[config.mk]
export PLATFORM = sky130hd
export DESIGN_NAME = touch_delayed_alarm_trigger_top
export DESIGN_NICKNAME = d
export VERILOG_FILES = /design/src/rtl/tdat_pkg.sv /design/src/rtl/touch_delayed_alarm_trigger_top.sv /design/src/rtl/tdat_cfg_regs.sv /design/src/rtl/tdat_core.sv
export SDC_FILE = /design/constraint.sdc
export NUM_CORES = 1
export LEC_CHECK = 0
export BUFFER_PORTS_ARGS = -buffer_cell sky130_fd_sc_hd__buf_4
export CAP_MARGIN = 0
export CELL_PAD_IN_SITES_DETAIL_PLACEMENT = 1
export CELL_PAD_IN_SITES_GLOBAL_PLACEMENT = 1
export CORE_MARGIN = 5
export CORE_UTILIZATION = 43
export CTS_BUF_LIST = sky130_fd_sc_hd__clkbuf_8
export DETAILED_ROUTE_END_ITERATION = 10
export PLACE_DENSITY = 0.83
export SYNTH_ARGS = -nofsm -noshare
export SYNTH_HDL_FRONTEND = slang
export SYNTH_SLANG_ARGS = --single-unit
[constraint.sdc]
create_clock -name clk -period 15.15 [get_ports clk]
set_clock_uncertainty 0.2 [all_clocks]
set_input_delay 2.2725 -clock clk [delete_from_list [all_inputs] [get_ports clk]]
set_output_delay 2.2725 -clock clk [all_outputs]
set_load 0.05 [all_outputs]
[src/rtl/tdat_pkg.sv]
// Shared types and constants for the touch-delayed alarm trigger.
package tdat_pkg;

  localparam int unsigned TimeW   = 32;
  localparam int unsigned DebW    = 16;
  localparam int unsigned CfgW    = 32;
  localparam int unsigned CfgIdxW = 2;

  localparam logic [TimeW-1:0] TriggerDelayReset = TimeW'(2000);
  localparam logic [DebW-1:0]  DebounceReset     = DebW'(100);
  localparam logic [TimeW-1:0] ActiveReset       = TimeW'(5000);

  typedef enum logic [CfgIdxW-1:0] {
    REG_TRIGGER_DELAY = 2'd0,
    REG_DEBOUNCE      = 2'd1,
    REG_ACTIVE        = 2'd2
  } cfg_reg_t;

  // Flags shown after one poll's update.
  typedef struct packed {
    logic triggered;
    logic touched;
    logic waiting;
  } tdat_status_t;

  // Timing settings handed to the core.
  typedef struct packed {
    logic [TimeW-1:0] trigger_delay_ms;
    logic [DebW-1:0]  debounce_ms;
    logic [TimeW-1:0] active_ms;
  } tdat_cfg_t;

endpackage

[src/rtl/touch_delayed_alarm_trigger_top.sv]
// Touch-delayed alarm trigger: top level with config, core and result register.
// The result of a transferred poll is registered and shown in the cycle after the transfer.
// One poll per cycle while the sink is ready; the core state updates in a single pass and
//   the result register frees in the same cycle it is taken downstream.
// Reset (rst, synchronous, active high): registers back to 2000/100/5000 ms,
//   all state zero, no result pending.
module touch_delayed_alarm_trigger_top
  import tdat_pkg::*;
(
  input  logic               clk,
  input  logic               rst,
  // configuration write port
  input  logic               cfg_we,
  input  logic [CfgIdxW-1:0] cfg_index,
  input  logic [CfgW-1:0]    cfg_data,
  // poll input channel
  input  logic               in_valid,
  output logic               in_ready,
  input  logic [TimeW-1:0]   now_ms,
  input  logic               touch_level,
  input  logic               clear_request,
  // result channel
  output logic               out_valid,
  input  logic               out_ready,
  output logic               relay_drive,
  output logic               alarm_drive,
  output logic               touched_flag,
  output logic               waiting_flag
);

  tdat_cfg_t    cfg;
  tdat_status_t status_next;
  tdat_status_t result;
  logic         in_xfer;

  // A new poll is taken whenever the result register is empty or is being
  // drained this cycle, so full rate holds under a continuously ready sink.
  assign in_ready = !out_valid || out_ready;
  assign in_xfer  = in_valid && in_ready;

  tdat_cfg_regs u_cfg (
    .clk       (clk),
    .rst       (rst),
    .cfg_we    (cfg_we),
    .cfg_index (cfg_index),
    .cfg_data  (cfg_data),
    .cfg       (cfg)
  );

  // Core updates its state only on a transfer; status_next is the state
  // after edge detect, delay check, active check and clear, in that order.
  tdat_core u_core (
    .clk           (clk),
    .rst           (rst),
    .step          (in_xfer),
    .cfg           (cfg),
    .now_ms        (now_ms),
    .touch_level   (touch_level),
    .clear_request (clear_request),
    .status_next   (status_next)
  );

  // Result register: loads on each transfer, holds while the sink stalls.
  always_ff @(posedge clk) begin
    if (rst) begin
      out_valid <= 1'b0;
    end else if (in_xfer) begin
      out_valid <= 1'b1;
    end else if (out_ready) begin
      out_valid <= 1'b0;
    end
  end

  always_ff @(posedge clk) begin
    if (in_xfer) result <= status_next;
  end

  // relay and alarm are driven together from the triggered state
  assign relay_drive  = result.triggered;
  assign alarm_drive  = result.triggered;
  assign touched_flag = result.touched;
  assign waiting_flag = result.waiting;

  // Waiting and triggered never overlap in a shown result.
  a_wait_trig_excl: assert property (@(posedge clk) disable iff (rst)
    out_valid |-> !(relay_drive && waiting_flag))
    else $error("waiting and triggered both set");

  // Any active phase implies an accepted touch still on record.
  a_active_touched: assert property (@(posedge clk) disable iff (rst)
    (out_valid && (relay_drive || waiting_flag)) |-> touched_flag)
    else $error("active phase without touched flag");

  // A stalled result must not be overwritten by a new poll.
  a_no_overrun: assert property (@(posedge clk) disable iff (rst)
    (out_valid && !out_ready) |-> !in_ready)
    else $error("input accepted while result stalled");

  // Result register is empty right after reset.
  a_reset_empty: assert property (@(posedge clk)
    $past(rst) |-> !out_valid)
    else $error("result pending after reset");

endmodule

[src/rtl/tdat_cfg_regs.sv]
// Configuration register file of the touch-delayed alarm trigger.
module tdat_cfg_regs
  import tdat_pkg::*;
(
  input  logic               clk,
  input  logic               rst,
  input  logic               cfg_we,
  input  logic [CfgIdxW-1:0] cfg_index,
  input  logic [CfgW-1:0]    cfg_data,
  output tdat_cfg_t          cfg
);

  always_ff @(posedge clk) begin
    if (rst) begin
      cfg.trigger_delay_ms <= TriggerDelayReset;
      cfg.debounce_ms      <= DebounceReset;
      cfg.active_ms        <= ActiveReset;
    end else if (cfg_we) begin
      case (cfg_reg_t'(cfg_index))
        REG_TRIGGER_DELAY: cfg.trigger_delay_ms <= cfg_data[TimeW-1:0];
        REG_DEBOUNCE:      cfg.debounce_ms      <= cfg_data[DebW-1:0];
        REG_ACTIVE:        cfg.active_ms        <= cfg_data[TimeW-1:0];
        default: ;
      endcase
    end
  end

endmodule

[src/rtl/tdat_core.sv]
// Per-poll state update: edge debounce, trigger delay, active period, clear.
module tdat_core
  import tdat_pkg::*;
(
  input  logic             clk,
  input  logic             rst,
  input  logic             step,
  input  tdat_cfg_t        cfg,
  input  logic [TimeW-1:0] now_ms,
  input  logic             touch_level,
  input  logic             clear_request,
  output tdat_status_t     status_next
);

  logic             prev_touch;
  logic [TimeW-1:0] last_edge_time;
  logic [TimeW-1:0] wait_start_time;
  logic [TimeW-1:0] active_start_time;
  logic             waiting;
  logic             triggered;
  logic             touched;

  logic             edge_ok;
  logic             start_wait;
  logic             waiting_a;
  logic [TimeW-1:0] wait_start_a;
  logic             fire;
  logic             triggered_a;
  logic [TimeW-1:0] active_start_a;
  logic             expire;
  logic             go_idle;
  logic [TimeW-1:0] since_edge;
  logic [TimeW-1:0] since_wait;
  logic [TimeW-1:0] since_active;

  always_comb begin
    since_edge     = now_ms - last_edge_time;
    edge_ok        = touch_level && !prev_touch &&
                     (since_edge > {{(TimeW-DebW){1'b0}}, cfg.debounce_ms});
    start_wait     = edge_ok && !waiting && !triggered;
    waiting_a      = waiting || start_wait;
    wait_start_a   = start_wait ? now_ms : wait_start_time;
    since_wait     = now_ms - wait_start_a;
    fire           = waiting_a && (since_wait >= cfg.trigger_delay_ms);
    triggered_a    = triggered || fire;
    active_start_a = fire ? now_ms : active_start_time;
    since_active   = now_ms - active_start_a;
    expire         = triggered_a && (since_active >= cfg.active_ms);
    go_idle        = expire || clear_request;

    status_next.waiting   = waiting_a && !fire && !go_idle;
    status_next.triggered = triggered_a && !go_idle;
    status_next.touched   = (touched || edge_ok) && !go_idle;
  end

  always_ff @(posedge clk) begin
    if (rst) begin
      prev_touch        <= 1'b0;
      last_edge_time    <= '0;
      wait_start_time   <= '0;
      active_start_time <= '0;
      waiting           <= 1'b0;
      triggered         <= 1'b0;
      touched           <= 1'b0;
    end else if (step) begin
      prev_touch        <= touch_level;
      if (edge_ok) last_edge_time <= now_ms;
      wait_start_time   <= wait_start_a;
      active_start_time <= active_start_a;
      waiting           <= status_next.waiting;
      triggered         <= status_next.triggered;
      touched           <= status_next.touched;
    end
  end

endmodule
Yosys cells after proc, flatten, opt, wreduce, memory -nomap -nowiden:

Index checks and enable logic that the tools add are counted.

* input bits: 73
* memories kept: 0
* bits in writable memories: 0
* register bits after elaboration: 184
* logic and storage cells: 54
* bits in read-only memories: 0
* latch bits: 0

* reductions and logical operators: 28
* eq/ne operators: 2
* $lt $le $gt $ge: 3
* $mul: 0
* add/sub/neg operators: 3
* bitwise gates (word level): 0
* shifts and indexed selects: 0
* divide/modulo/power cells: 0
* mux-type cells: 4

Operators with widths (count)
* 32-bit subtractor: 3
* 32-bit greater-or-equal comparator: 2
* 32-bit two-way mux: 2
* 32-bit by 16-bit > comparator with 1-bit output: 1
* 1-bit logical AND: 11
* 2-bit AND reduction: 4
* 1-bit logical NOT: 6
* 1-bit logical OR: 5
* 2-bit by 1-bit == test with 1-bit output (second input constant): 1
* 2-bit == test (second input constant): 1
* 2-bit logical NOT: 1
* 1-bit two-way mux: 2
* 2-bit nonzero test: 1

Longest topological paths before layout:

* depth after elaboration: 16
* mapped depth: 83

Hierarchy:

A second synthesis with hierarchy kept.

* cell total of the unflattened synthesis: 1775
* area, all modules: 14795.4 µm²

By module, submodules not included
* tdat_core: times used 1, sequential area each 2001.9 µm², cells an instance 1456, area an instance 11344.6 µm²
* tdat_cfg_regs: times used 1, sequential area each 1601.5 µm², cells an instance 310, area an instance 3298.2 µm²
* touch_delayed_alarm_trigger_top: times used 1, sequential area each 110.1 µm², cells an instance 9, area an instance 152.6 µm²

Worst setup path before layout:

Ideal clock, no wire load.

* kind: in2reg
* start point: input port now_ms[0]
* end point: register result, in the netlist touched_flag (data pin)
* slack: -0.625 ns
* data required time: 14.685 ns
* data arrival time: 15.309 ns
* stages: 76
* cells stage by stage: inv_1 -> ha_1 -> fa_1 -> nand2b_1 -> a21oi_1 -> o21bai_1 -> a21oi_1 -> nor2_1 -> xnor2_1 -> ha_1 -> nand4_1 -> nor2_1 -> nand2b_1 -> a21oi_1 -> o311ai_0 -> a2111oi_2 -> and4_1 -> nand4_2 -> [40 not listed] -> nor2_1 -> nor2_1 -> mux2_2 -> o21ai_1 -> a21oi_1 -> a2111oi_0 -> o21bai_1 -> xnor2_1 -> ha_1 -> nand4_1 -> a211oi_1 -> nand3_1 -> o21ai_0 -> nand2_1 -> a21oi_1 -> o21ai_0 -> o21bai_1 -> nor2_1

RTL lines
* from (decl): line touch_delayed_alarm_trigger_top.sv:19 `input logic [TimeW-1:0] now_ms,`
* to (signal assigned): line touch_delayed_alarm_trigger_top.sv:75 `if (in_xfer) result <= status_next;`
* to (decl): line touch_delayed_alarm_trigger_top.sv:33 `tdat_status_t result;`

Worst setup path after layout:

* start point: input port now_ms[0]
* end point: register u_core.waiting

* longest elaborated chain between the ends: 16

Ends and longest elaborated chain
* 32-bit subtractor: line tdat_core.sv:37 `since_edge = now_ms - last_edge_time;`
* 32-bit by 16-bit > comparator with 1-bit output: line tdat_core.sv:39 `(since_edge > {{(TimeW-DebW){1'b0}}, cfg.debounce_ms});`
* 1-bit logical AND: line tdat_core.sv:38 `edge_ok = touch_level && !prev_touch &&`
* 1-bit logical AND (2 in series): line tdat_core.sv:40 `start_wait = edge_ok && !waiting && !triggered;`
* 32-bit two-way mux *: line tdat_core.sv:42 `wait_start_a = start_wait ? now_ms : wait_start_time;`
* named net u_core.wait_start_a[0]: line tdat_core.sv:26 `logic [TimeW-1:0] wait_start_a;`
* 32-bit subtractor *: line tdat_core.sv:43 `since_wait = now_ms - wait_start_a;`
* 32-bit greater-or-equal comparator *: line tdat_core.sv:44 `fire = waiting_a && (since_wait >= cfg.trigger_delay_ms);`
* 1-bit logical AND *: line tdat_core.sv:44
* 32-bit two-way mux *: line tdat_core.sv:46 `active_start_a = fire ? now_ms : active_start_time;`
* named net u_core.active_start_a[0]: line tdat_core.sv:29 `logic [TimeW-1:0] active_start_a;`
* 32-bit subtractor *: line tdat_core.sv:47 `since_active = now_ms - active_start_a;`
* 32-bit greater-or-equal comparator *: line tdat_core.sv:48 `expire = triggered_a && (since_active >= cfg.active_ms);`
* 1-bit logical AND *: line tdat_core.sv:48
* 1-bit logical OR *: line tdat_core.sv:49 `go_idle = expire || clear_request;`
* 1-bit logical NOT *: line tdat_core.sv:51 `status_next.waiting = waiting_a && !fire && !go_idle;`
* 1-bit logical AND *: line tdat_core.sv:51
* to (signal assigned): line tdat_core.sv:70 `waiting <= status_next.waiting;`
* to (decl): line tdat_core.sv:19 `logic waiting;`

Mark *: on every way through the listed nets, which the timed path passes. The rest lies on a longest branch.
A chain may end at the register's enable or synchronous reset.

==> key figures <==
Setup path
  – Reg2reg path depth: 77
  – Worst path bufs/invs: 11
  – CP endpoint: u_core.waiting
  – CP dominant cell by count: buf_4
  – WP depth: around 80
  – RR Startpoint: u_core.last_edge_time[1]
  – Critical path's slowest cell: o21ai_0
  – Startpoint types: primary input
  – Critical path's top delay family: compound AO/OA/AOI/OAI gates
  – CP Class: in2reg
  – Critical Path End Type: flip-flop
  – WP data arrival: 16.04 ns
  – CP max stage delay: roughly 0.4 ns
  – Crit. Startpoint: now_ms[0]
  – WP data required: 15.39 ns
  – FF-to-FF End: u_core.waiting
  – Register-to-Register Setup Slack: roughly 0.73 ns
  – CP Max Fanout: 5

Logic synthesis
  – Main synth FF type: dfxtp_1
  – EDFF count, synth: 3
  – Compound-Gate Fraction of Synth Area: a little under a quarter
  – Post-synthesis mux area share: 4.689%
  – XOR/XNOR share of the synthesized area: approximately 5%
  – Sequential share of the synthesized area: 26.16%
  – Largest family of logic cells by synthesized area: compound AO/OA/AOI/OAI gates
  – Simple-Gate Fraction of Synth Area: a little under a fifth
  – Async SR Flop Fraction: 0%
  – Yosys reg bits: roughly 180
  – Distinct cells, synth: 77
  – Synth warn: 0
  – Syn_nets: 2,109
  – Synth Instances: roughly 1,900
  – Adder-Cell Fraction of Synth Area: between 15 and 20%
  – Avg Inst Size Synth: approximately 7.6 um2
  – Synthesized cell area: approximately 0.014 mm2

Clock network
  – Clock transition at the registers of the reported paths: 0.11 ns
  – CTS tree: yes
  – Clk buf depth: 2
  – Clock latency on the worst-skew pair: a little over 0.5 ns
  – Clock sink count: roughly 180
  – Root Driver: clkbuf_8
  – TritonCTS Buffers: 17
  – CTS H-tree lvls: 4

Detailed routing
  – DR top layer: met4
  – WL met2: roughly 27,000 um
  – Metal3 WL: 3155 um
  – DR WL/cell: around 22 um
  – Total routed wirelength: roughly 57,000 um
  – Wl on met1: about 24,000 um
  – Initial DRC count: approximately 1,200
  – Post-DR vias/cell: 5.893
  – Routed via count: ~15,000
  – DRT Pass-1 Iters: 5
  – DRC: 0
  – ANT nets after route: 0

Timing
  – RSZ-0062 raised after global routing: true
  – Setup_tns: -3.299 ns
  – Final hold vios: 0
  – Fin crit share: 104.3%
  – Tmin final: 15.80 ns
  – Fmax achieved: roughly 63 MHz
  – Worst slew pin tran: 1.022 ns
  – Setup ws final: -0.6495 ns
  – Max-slew headroom: between 30% and 40%
  – Final Max Tran Viols: 0
  – Hold WS: between 0.2 and 0.3 ns
  – Setup Viol. Count Final: 6

Floorplanning
  – Initial core utilization: a little over two fifths
  – Die ar.: approximately 0.037 mm2
  – # IOs: 79
  – DIE WIDTH: about 190 um
  – FP Rows: between 60 and 70
  – Chip Height: around 190 um
  – Total core area: roughly 0.033 mm2

Layout
  – Util after Layout: a little under three fifths
  – Share of cells above drive strength 1: a little under a quarter
  – Final Non-Filler Cells: around 2,600
  – Most frequent cells in the layout: buf_4 (330), nand2_1 (275), a21oi_1 (203)
  – Fillers: 4,034
  – Nets: between 2,000 and 2,500
  – Layout area overhead: 26.70%
  – Commonest non-fill, non-tap cell in the layout: buf_4

Power and ir drop
  – Pwr dens: about 120 mW/mm2
  – Max VDD drop: between 0.06 and 0.07 mV
  – P_leak: around 0.0076 uW

Global routing
  – Number of global-route vias before repair: approximately 15,000
  – Gr usage total: a little over a quarter
  – Initial antenna violation count: 0
  – First-pass GRT wire length: 79,400 um
  – GRT overflow: 0
  – Largest net degree at the start of global routing: between 90 and 100

Worst hold path
  – Hold_sp: u_cfg.cfg[2]
  – Hold Crit Class: reg2reg

Placed design
  – IO buf count: between 70 and 80
  – Gpl congestion: about 0.9
  – Dpl cells: 2,521
  – Hpwl dp: 38,730 um

Outcome
  – Status: complete, but fails checks
  – Failing checks: negative setup slack

Job
  – Max-cap violation count: 0
cell type report:
class,instances,area (um2),share of cell area [%]
Antenna cell,1,2.502,0.01391
Clock buffer,18,247.7,1.377
Clock inverter,14,122.6,0.6818
Inverter,141,530.5,2.950
Multi-Input combinational cell,1445,10270,57.08
Sequential cell,184,3714,20.65
Tap cell,442,553.0,3.075
Timing Repair Buffer,336,2549,14.17
metrics by stage:
step                total power (uW)  area, um2  worst slack, ns
finish                          2222      17980          -0.6495
floorplan                       1250      14250         0.006104
CTS                             2061      17350          0.01314
global route                    2341      17980           -1.030
detailed placement              1684      16770           -1.659
global placement                1620      16770           -1.009
what timing repair did:
item / CTS / global route
setup buffers: 9 / 18
endpoints found under the setup margin: 6 / 6
hold buffers: 0 / 0
endpoints found under the hold margin: 0 / 0
pin swaps: 30 / 81
resized for setup: 36 / 97
synth_stat cells (all sizes together), types with 3 or more instances:
| library cell | instances | area share [%] |
|---|---|---|
| a2111oi | 5 | 0.44 |
| a211o | 18 | 1.1 |
| a211oi | 67 | 3.5 |
| a21boi | 6 | 0.32 |
| a21o | 52 | 2.8 |
| a21oi | 229 | 8.1 |
| a221o | 3 | 0.21 |
| a221oi | 3 | 0.23 |
| a31oi | 10 | 0.44 |
| a41oi | 3 | 0.19 |
| and2 | 8 | 0.35 |
| and3 | 8 | 0.35 |
| and3b | 4 | 0.25 |
| and4 | 3 | 0.19 |
| buf | 21 | 0.81 |
| clkbuf | 69 | 1.8 |
| dfxtp | 181 | 26 |
| edfxtp | 3 | 0.63 |
| fa | 3 | 0.42 |
| ha | 173 | 15 |
| inv | 141 | 3.7 |
| mux2 | 4 | 0.32 |
| mux2i | 62 | 4.4 |
| nand2 | 280 | 7.5 |
| nand2b | 23 | 1.0 |
| nand3 | 17 | 0.60 |
| nand3b | 3 | 0.16 |
| nand4 | 29 | 1.3 |
| nor2 | 163 | 4.3 |
| nor2b | 14 | 0.62 |
| nor3 | 24 | 0.88 |
| nor3b | 4 | 0.21 |
| o2111ai | 3 | 0.19 |
| o211ai | 6 | 0.32 |
| o21a | 14 | 0.74 |
| o21ai | 66 | 2.3 |
| o21bai | 16 | 0.85 |
| o311ai | 3 | 0.19 |
| o31ai | 4 | 0.31 |
| o41ai | 7 | 0.62 |
| or2 | 6 | 0.26 |
| xnor2 | 55 | 3.4 |
| xor2 | 26 | 1.6 |
worst register-to-register path, delay by kind of cell (launching register included):
family | cells | cell delay [ns]
fa+ha+maj | 7 | 1.83
flops | 1 | 0.43
compound gates | 42 | 7.66
simple gates | 17 | 2.53
xor+xnor | 2 | 0.30
buf+inv | 8 | 1.08
mux | 1 | 0.34
cells by family after synthesis:
kind of cell / Yosys count
and+or+nand+nor: 591
DFF: 184
adders and majority gates: 176
AOI/OAI and AO/OA: 531
muxes: 66
xor gates and xnor gates: 81
buffers and inverters: 231
routing by layer:
metal / global-route usage, % / up-vias
li1: - / 7047
met1: 35.23 / 7495
met2: 45.39 / 515
met3: 4.471 / 154
met4: 8.370 / 0
met5: 0 / -
worst min-delay path by stage:
stage | end | cells past startpoint | slack, ns
after floorplan | u_core.wait_start_time[0] | 2 | 0.23
after global placement | u_core.last_edge_time[12] | 2 | 0.24
after detailed placement | u_cfg.cfg[69] | 2 | 0.25
after CTS | u_cfg.cfg[69] | 2 | 0.26
after global routing | u_cfg.cfg[2] | 2 | 0.28
final | u_cfg.cfg[2] | 2 | 0.26
sequential cells by signal (all words and copies together), names as in the netlist:
register / flops
u_core.prev_touch: 1
waiting_flag: 1
out_valid: 1
u_cfg.cfg: 80
u_core.last_edge_time: 32
u_core.waiting: 1
u_core.triggered: 1
u_core.active_start_time: 32
u_core.touched: 1
u_core.wait_start_time: 32
touched_flag: 1
alarm_drive: 1
power breakdown:
group          internal (uW)  switching (uW)  leakage, uW
clock                    136             206     0.000196
sequential               516            21.9      0.00151
combinational            602             741      0.00593
total                   1250             969      0.00764
(Power assumes the default switching activity.)
